[src/design/msfl_pkg.sv]
// package: shared codes and constants of the shared free list stack unit
`default_nettype none

package msfl_pkg;

  localparam int unsigned ValueWidth = 32;
  localparam int unsigned StackIdWidth = 2;

  localparam logic MODE_PUSH = 1'b0;
  localparam logic MODE_POP  = 1'b1;

  localparam logic [ValueWidth-1:0] MOST_NEG = {1'b1, {(ValueWidth-1){1'b0}}};

  typedef enum logic [1:0] {
    ST_OK        = 2'd0,
    ST_OVERFLOW  = 2'd1,
    ST_UNDERFLOW = 2'd2
  } status_e;

  typedef enum logic [1:0] {
    S_IDLE = 2'b01,
    S_EXEC = 2'b10
  } state_e;

endpackage

`default_nettype wire

[src/design/msfl_link_store.sv]
// link memory with fill mark that supplies the reset chain for untouched entries
`default_nettype none

module msfl_link_store #(
  parameter int unsigned ENTRIES = 16,
  parameter int unsigned IW      = 4,
  parameter int unsigned PW      = 5
) (
  input  wire logic          clk_i,
  input  wire logic          rst_ni,
  input  wire logic          rd_en_i,
  input  wire logic [IW-1:0] rd_addr_i,
  output logic      [PW-1:0] rd_link_o,
  input  wire logic          wr_en_i,
  input  wire logic [IW-1:0] wr_addr_i,
  input  wire logic [PW-1:0] wr_link_i
);

  logic [PW-1:0] mem [ENTRIES];
  logic [PW-1:0] rdata_q;
  logic [PW-1:0] next_q;
  logic          fresh_q;
  logic [PW-1:0] fill_q, fill_d;

  // entries at or above the fill mark were never written
  always_ff @(posedge clk_i) begin
    if (rd_en_i) begin
      rdata_q <= mem[rd_addr_i];
      next_q  <= PW'(rd_addr_i) + PW'(1);
    end
    if (wr_en_i) begin
      mem[wr_addr_i] <= wr_link_i;
    end
  end

  always_comb begin
    fill_d = fill_q;
    if (wr_en_i && (PW'(wr_addr_i) == fill_q)) begin
      fill_d = fill_q + PW'(1);
    end
  end

  always_ff @(posedge clk_i or negedge rst_ni) begin
    if (!rst_ni) begin
      fill_q  <= '0;
      fresh_q <= 1'b0;
    end else begin
      fill_q <= fill_d;
      if (rd_en_i) begin
        fresh_q <= (PW'(rd_addr_i) >= fill_q);
      end
    end
  end

  assign rd_link_o = fresh_q ? next_q : rdata_q;

endmodule

`default_nettype wire

[src/design/multi_stack_shared_free_list_unit.sv]
// top level: several stacks sharing one data memory through a linked free list
//
// channel   direction  ports                                   handshake
// command   in         mode_i, stack_id_i, push_value_i        start_i && !busy_o
// result    out        pop_value_o, status_o                   done_o, one cycle
//
// per word, the accept cycle reads the link memory and, for a pop, the data memory;
// the next cycle (busy_o high) uses the read data and writes pointers back.
// the result shows in the cycle after, while a new word may already be taken.
// reset sets every stack empty and the free list to all entries in order; a fill
// mark stands in for the link chain, so no clearing pass is needed.
// the receiver cannot stall, so results are never held back.
`default_nettype none

module multi_stack_shared_free_list_unit
  import msfl_pkg::*;
#(
  parameter int unsigned ENTRIES     = 16,
  parameter int unsigned STACK_COUNT = 4
) (
  input  wire logic                   clk_i,
  input  wire logic                   rst_ni,
  input  wire logic                   start_i,
  output logic                        busy_o,
  input  wire logic                   mode_i,
  input  wire logic [StackIdWidth-1:0] stack_id_i,
  input  wire logic [ValueWidth-1:0]  push_value_i,
  output logic                        done_o,
  output logic      [ValueWidth-1:0]  pop_value_o,
  output logic      [1:0]             status_o
);

  localparam int unsigned IW = (ENTRIES > 1) ? $clog2(ENTRIES) : 1;
  localparam int unsigned PW = $clog2(ENTRIES + 1);
  localparam int unsigned SW = (STACK_COUNT > 1) ? $clog2(STACK_COUNT) : 1;
  localparam logic [PW-1:0] NULL_PTR = PW'(ENTRIES);

  state_e state_q, state_d;

  logic [PW-1:0] tops_q [STACK_COUNT];
  logic [PW-1:0] free_head_q;

  logic                  mode_q;
  logic [SW-1:0]         tid_q;
  logic [ValueWidth-1:0] val_q;
  logic [PW-1:0]         slot_q;
  logic                  ok_q;

  logic                  done_q;
  logic [ValueWidth-1:0] pop_value_q;
  status_e               status_q;

  logic [ValueWidth-1:0] data_mem [ENTRIES];
  logic [ValueWidth-1:0] data_rd_q;

  logic          accept;
  logic          sid_ok;
  logic [SW-1:0] tid;
  logic [PW-1:0] slot;
  logic          slot_ok;
  logic          exec;
  logic [PW-1:0] link;
  logic          lnk_wr_en;
  logic [PW-1:0] lnk_wr_data;

  assign busy_o  = (state_q == S_EXEC);
  assign exec    = busy_o;
  assign accept  = start_i && !busy_o;
  assign sid_ok  = (32'(stack_id_i) < STACK_COUNT);
  assign tid     = SW'(stack_id_i);
  assign slot    = (mode_i == MODE_PUSH) ? free_head_q
                 : (sid_ok ? tops_q[tid] : NULL_PTR);
  assign slot_ok = sid_ok && (slot < NULL_PTR);

  assign lnk_wr_en   = exec && ok_q;
  assign lnk_wr_data = (mode_q == MODE_PUSH) ? tops_q[tid_q] : free_head_q;

  msfl_link_store #(
    .ENTRIES (ENTRIES),
    .IW      (IW),
    .PW      (PW)
  ) u_link (
    .clk_i     (clk_i),
    .rst_ni    (rst_ni),
    .rd_en_i   (accept && slot_ok),
    .rd_addr_i (slot[IW-1:0]),
    .rd_link_o (link),
    .wr_en_i   (lnk_wr_en),
    .wr_addr_i (slot_q[IW-1:0]),
    .wr_link_i (lnk_wr_data)
  );

  // data memory, no reset
  always_ff @(posedge clk_i) begin
    if (accept && slot_ok && (mode_i == MODE_POP)) begin
      data_rd_q <= data_mem[slot[IW-1:0]];
    end
    if (exec && ok_q && (mode_q == MODE_PUSH)) begin
      data_mem[slot_q[IW-1:0]] <= val_q;
    end
  end

  always_ff @(posedge clk_i) begin
    if (accept) begin
      mode_q <= mode_i;
      tid_q  <= tid;
      val_q  <= push_value_i;
      slot_q <= slot;
      ok_q   <= slot_ok;
    end
    if (exec) begin
      if (mode_q == MODE_PUSH) begin
        pop_value_q <= '0;
        status_q    <= ok_q ? ST_OK : ST_OVERFLOW;
      end else begin
        pop_value_q <= ok_q ? data_rd_q : MOST_NEG;
        status_q    <= ok_q ? ST_OK : ST_UNDERFLOW;
      end
    end
  end

  always_comb begin
    unique case (state_q)
      S_IDLE:  state_d = accept ? S_EXEC : S_IDLE;
      S_EXEC:  state_d = S_IDLE;
      default: state_d = S_IDLE;
    endcase
  end

  always_ff @(posedge clk_i or negedge rst_ni) begin
    if (!rst_ni) begin
      state_q     <= S_IDLE;
      done_q      <= 1'b0;
      free_head_q <= '0;
      for (int i = 0; i < int'(STACK_COUNT); i++) begin
        tops_q[i] <= NULL_PTR;
      end
    end else begin
      state_q <= state_d;
      done_q  <= exec;
      if (exec && ok_q) begin
        if (mode_q == MODE_PUSH) begin
          free_head_q   <= link;
          tops_q[tid_q] <= slot_q;
        end else begin
          tops_q[tid_q] <= link;
          free_head_q   <= slot_q;
        end
      end
    end
  end

  assign done_o      = done_q;
  assign pop_value_o = pop_value_q;
  assign status_o    = status_q;

  a_accept_exec: assert property (@(posedge clk_i) disable iff (!rst_ni)
    accept |=> busy_o)
    else $error("accepted word did not enter execution");

  a_exec_one_cycle: assert property (@(posedge clk_i) disable iff (!rst_ni)
    busy_o |=> (!busy_o && done_o))
    else $error("execution did not finish with a result in one cycle");

  a_done_follows_exec: assert property (@(posedge clk_i) disable iff (!rst_ni)
    done_o |-> $past(busy_o))
    else $error("result strobe without execution");

  a_free_not_top: assert property (@(posedge clk_i) disable iff (!rst_ni)
    (free_head_q == NULL_PTR) || (free_head_q != tops_q[0]))
    else $error("free list head is also a stack top");

endmodule

`default_nettype wire
[config.mk]
export PLATFORM = sky130hd
export DESIGN_NAME = multi_stack_shared_free_list_unit
export DESIGN_NICKNAME = d
export VERILOG_FILES = /design/src/design/msfl_pkg.sv /design/src/design/msfl_link_store.sv /design/src/design/multi_stack_shared_free_list_unit.sv
export SDC_FILE = /design/constraint.sdc
export NUM_CORES = 1
export LEC_CHECK = 0
export ABC_AREA = 1
export BUFFER_PORTS_ARGS = -buffer_cell sky130_fd_sc_hd__clkbuf_2
export CORE_MARGIN = 5
export CORE_UTILIZATION = 45
export CTS_CLUSTER_DIAMETER = 60
export DETAILED_ROUTE_END_ITERATION = 10
export PLACE_DENSITY = 0.73
export SETUP_SLACK_MARGIN = 0.4
export SYNTH_ARGS = -nofsm -noshare
export SYNTH_HDL_FRONTEND = slang
export SYNTH_HIERARCHICAL = 1
export SYNTH_SLANG_ARGS = --single-unit
[constraint.sdc]
create_clock -name clk_i -period 9.7 [get_ports clk_i]
set_clock_uncertainty 0.2 [all_clocks]
set_input_delay 0 -clock clk_i [delete_from_list [all_inputs] [get_ports clk_i]]
set_output_delay 0 -clock clk_i [all_outputs]
set_load 0.02 [all_outputs]
==> flow_metrics.tcl <==
set metrics [dict create \
    worstSkewPairLatency_ns 0.65 \
    worstMarginPinSlew_ns 1.159 \
    critical_path.max_stage_delay_ns 0.91 \
    synth.avg_cell_area_um2 11.17 \
    fmax_mhz 236.2 \
    grtUsageTotal_pct 19.55 \
    portBuffers 73 \
    drt_pass1_iterations 5 \
    cap_violations 0 \
    fin_tns_setup_ns 0 \
    initial_core_util_pct 45.40 \
    worstPathMaxFanout 91 \
    drv_slew 0 \
    die-area_mm2 0.07619 \
    relSlewSlack_pct 22.72 \
    synth_top_area_share_pct 66.85 \
    yosysTopAreaCell "edfxtp_1" \
    cp_data_arrival_time_ns 4.40 \
    synth.most_common_cell "edfxtp_1" \
    vias_per_cell 5.372 \
    final.period_utilization_pct 43.65 \
    syn_area_mm2 0.03185 \
    placed_area_mm2 0.03314 \
    dieWidth_um 276.0 \
    die-height_um 276.0 \
    route.vias.total 21270 \
    diodes 0 \
    gr-total-overflow 0 \
    hold_class "in -> reg" \
    power_mw 8.270 \
    crit_path_frequent_cell "nand3_1" \
    status "complete, no violations" \
    peakVddDrop_v 0.0001247 \
    grt_pass1_vias 20240 \
    antenna_found_initial 1 \
    leakagePower_nw 14.52 \
    crit_type "reg -> reg" \
    drive_gt1_share_pct 9.536 \
    drtIter0Drc 2355 \
    n_fill_cell 5959 \
    hold_depth 4 \
    setup_viol 0 \
    clk_pin_slew_ns 0.06 \
    yosys.cell_types.count 35 \
    htree_levels 3 \
    timing.final.hold_violations 0 \
    fin_crit_ns 4.234 \
    design_area_mm2 0.03645 \
    pin_count 74 \
    ff2ff_path_depth 11 \
    crit_path_top_delay_cell "buf_4" \
    cp.required_ns 9.87 \
    grt_pass1_wl_mm 117.4 \
    cts_setup_buffers 0 \
    route.detailed.drc 0 \
    critPathBufInv 3 \
    final_nets 3004 \
    routedWlPerCell_um 19.49 \
    ys_seq_area_share_pct 69.54 \
    synth_area_leaders "edfxtp_1 (67%), nand3_1 (10%), inv_1 (5.9%)" \
    critPathLaunchType "register" \
    synthArstFlopShare_pct 4.576 \
    powerDensity_mw_per_mm2 226.9 \
    rows 97 \
    ys_top_cells_by_count "edfxtp_1 (709), nand3_1 (647), inv_1 (502)" \
    clkSinkCount 743 \
    ant_nets 0 \
    cp.depth 11 \
    areaGrowthSynthToFinish_pct 14.45 \
    clockBufferDepth 3 \
    cts_resized 0 \
    critical_path.top_delay_family "buffers and inverters" \
    crit_chain "inv_1, nand2_1, nand3_2, nand3_4, buf_4, buf_4, nand3_1, nand3_1, nand3_1, nand3_1, nand2_1" \
    ys_warn_count 6 \
    synthFlopType "edfxtp_1" \
    synthCells 2852 \
    synth_nets 2896 \
    setup.worst_path.end_class "register" \
    synth-seq-cells 743 \
    gp_congestion 0.8383 \
    hpwl_mm 39.29 \
    coreArea_mm2 0.07015 \
    synth_edf_count 709 \
    drt-total-wl_mm 77.17 \
    rsz0062_at_grt "false" \
    cts-hold-fix-buffers 71 \
    grt_max_degree 155 \
    cts_made_buffers 80 \
    cts_tree "built" \
    cts_root_buf "clkbuf_16" \
]
sequential cells by signal, summed over array words and instances, names as in the netlist:
| name | count |
|---|---|
| data_mem | 512 |
| u_link/mem | 80 |
| data_rd_q | 32 |
| pop_value_o | 32 |
| val_q | 32 |
| tops_q | 20 |
| free_head_q | 5 |
| slot_q | 5 |
| u_link/fill_q | 5 |
| u_link/next_q | 5 |
| u_link/rdata_q | 5 |
| state_q | 2 |
| status_o | 2 |
| tid_q | 2 |
| done_o | 1 |
| mode_q | 1 |
| ok_q | 1 |
| u_link/fresh_q | 1 |
power by group:
group	internal (mW)	leakage (nW)	switching [mW]
clock network	1.73	1.24	1.27
registers	3.68	6.87	0.0872
logic	0.424	6.41	1.07
per-layer routing:
| layer | vias to the layer above | share of wire, % | GRT usage [%] |
|---|---|---|---|
| li1 | 9839 | - | - |
| met1 | 10250 | 41 | 26.56 |
| met2 | 1034 | 49 | 32.26 |
| met3 | 145 | 8.3 | 3.206 |
| met4 | 0 | 2.6 | 6.838 |
| met5 | - | 0 | 0 |
kinds of logic after synthesis:
logic type      after synthesis  share of synthesized area [%]
flops                       743                          69.54
compound gates              102                          1.854
mux                           9                         0.3182
buf+inv                     661                          8.388
fa+ha+maj                     6                         0.2357
xor+xnor                      3                        0.08252
simple gates               1328                          19.58
per-stage QoR:
stage / utilization (%) / hold slack [ns] / worst slack [ns] / instances
after floorplan: - / -0.4956 / 4.471 / 2852
after global placement: 47.24 / -0.04801 / 5.600 / 3747
after detailed placement: 47.24 / -0.04197 / 5.512 / 3747
after CTS: 51.96 / 0.002024 / 5.516 / 3960
after global routing: 51.96 / 0.06195 / 5.165 / 3960
final: 51.96 / 0.03389 / 5.466 / 3960
placed cells by master (no fill, tap or decap), drive strengths merged, types with 2 or more instances in the layout:
cell type / count
nand3b: 96
dfstp: 5
nand2: 440
nand3: 650
dfrtp: 29
o211ai: 9
nor2: 132
clkinv: 22
clkbuf: 174
clkinvlp: 5
o22ai: 2
a41oi: 3
xor2: 3
buf: 37
a21oi: 23
nand4: 8
a22oi: 2
inv: 514
edfxtp: 709
o21ai: 62
ha: 6
bufinv: 7
dlygate4sd3: 70
mux2: 9
cell type report:
type	count	area, µm²	area share [%]
multi-input cells	1448	7269	19.94
repair buffers	180	1356	3.721
clock inverters	41	509.2	1.397
flip-flops and latches	743	22150	60.76
inverters	507	1909	5.238
well taps	940	1176	3.227
clock buffers	101	2081	5.709
worst paths after layout:
path | endpoint | slack (ns) | start
max in group asynchronous | free_head_q[0] | 8.77 | rst_ni
worst max register to register | data_rd_q[25] | 5.47 | tops_q[0]
worst min register to register | state_q[1] | 0.24 | state_q[1]
worst max-delay path | data_rd_q[25] | 5.47 | tops_q[0]
min in group asynchronous | tops_q[14] | 0.32 | rst_ni
worst min-delay path | state_q[1] | 0.03 | start_i
worst reg2reg max path, delay by kind of cell, from the launching register on:
family | cells | cell delay [ns]
flops | 1 | 0.34
buf+inv | 3 | 1.85
simple gates | 8 | 1.57
Power figures use the tool's default switching activity.
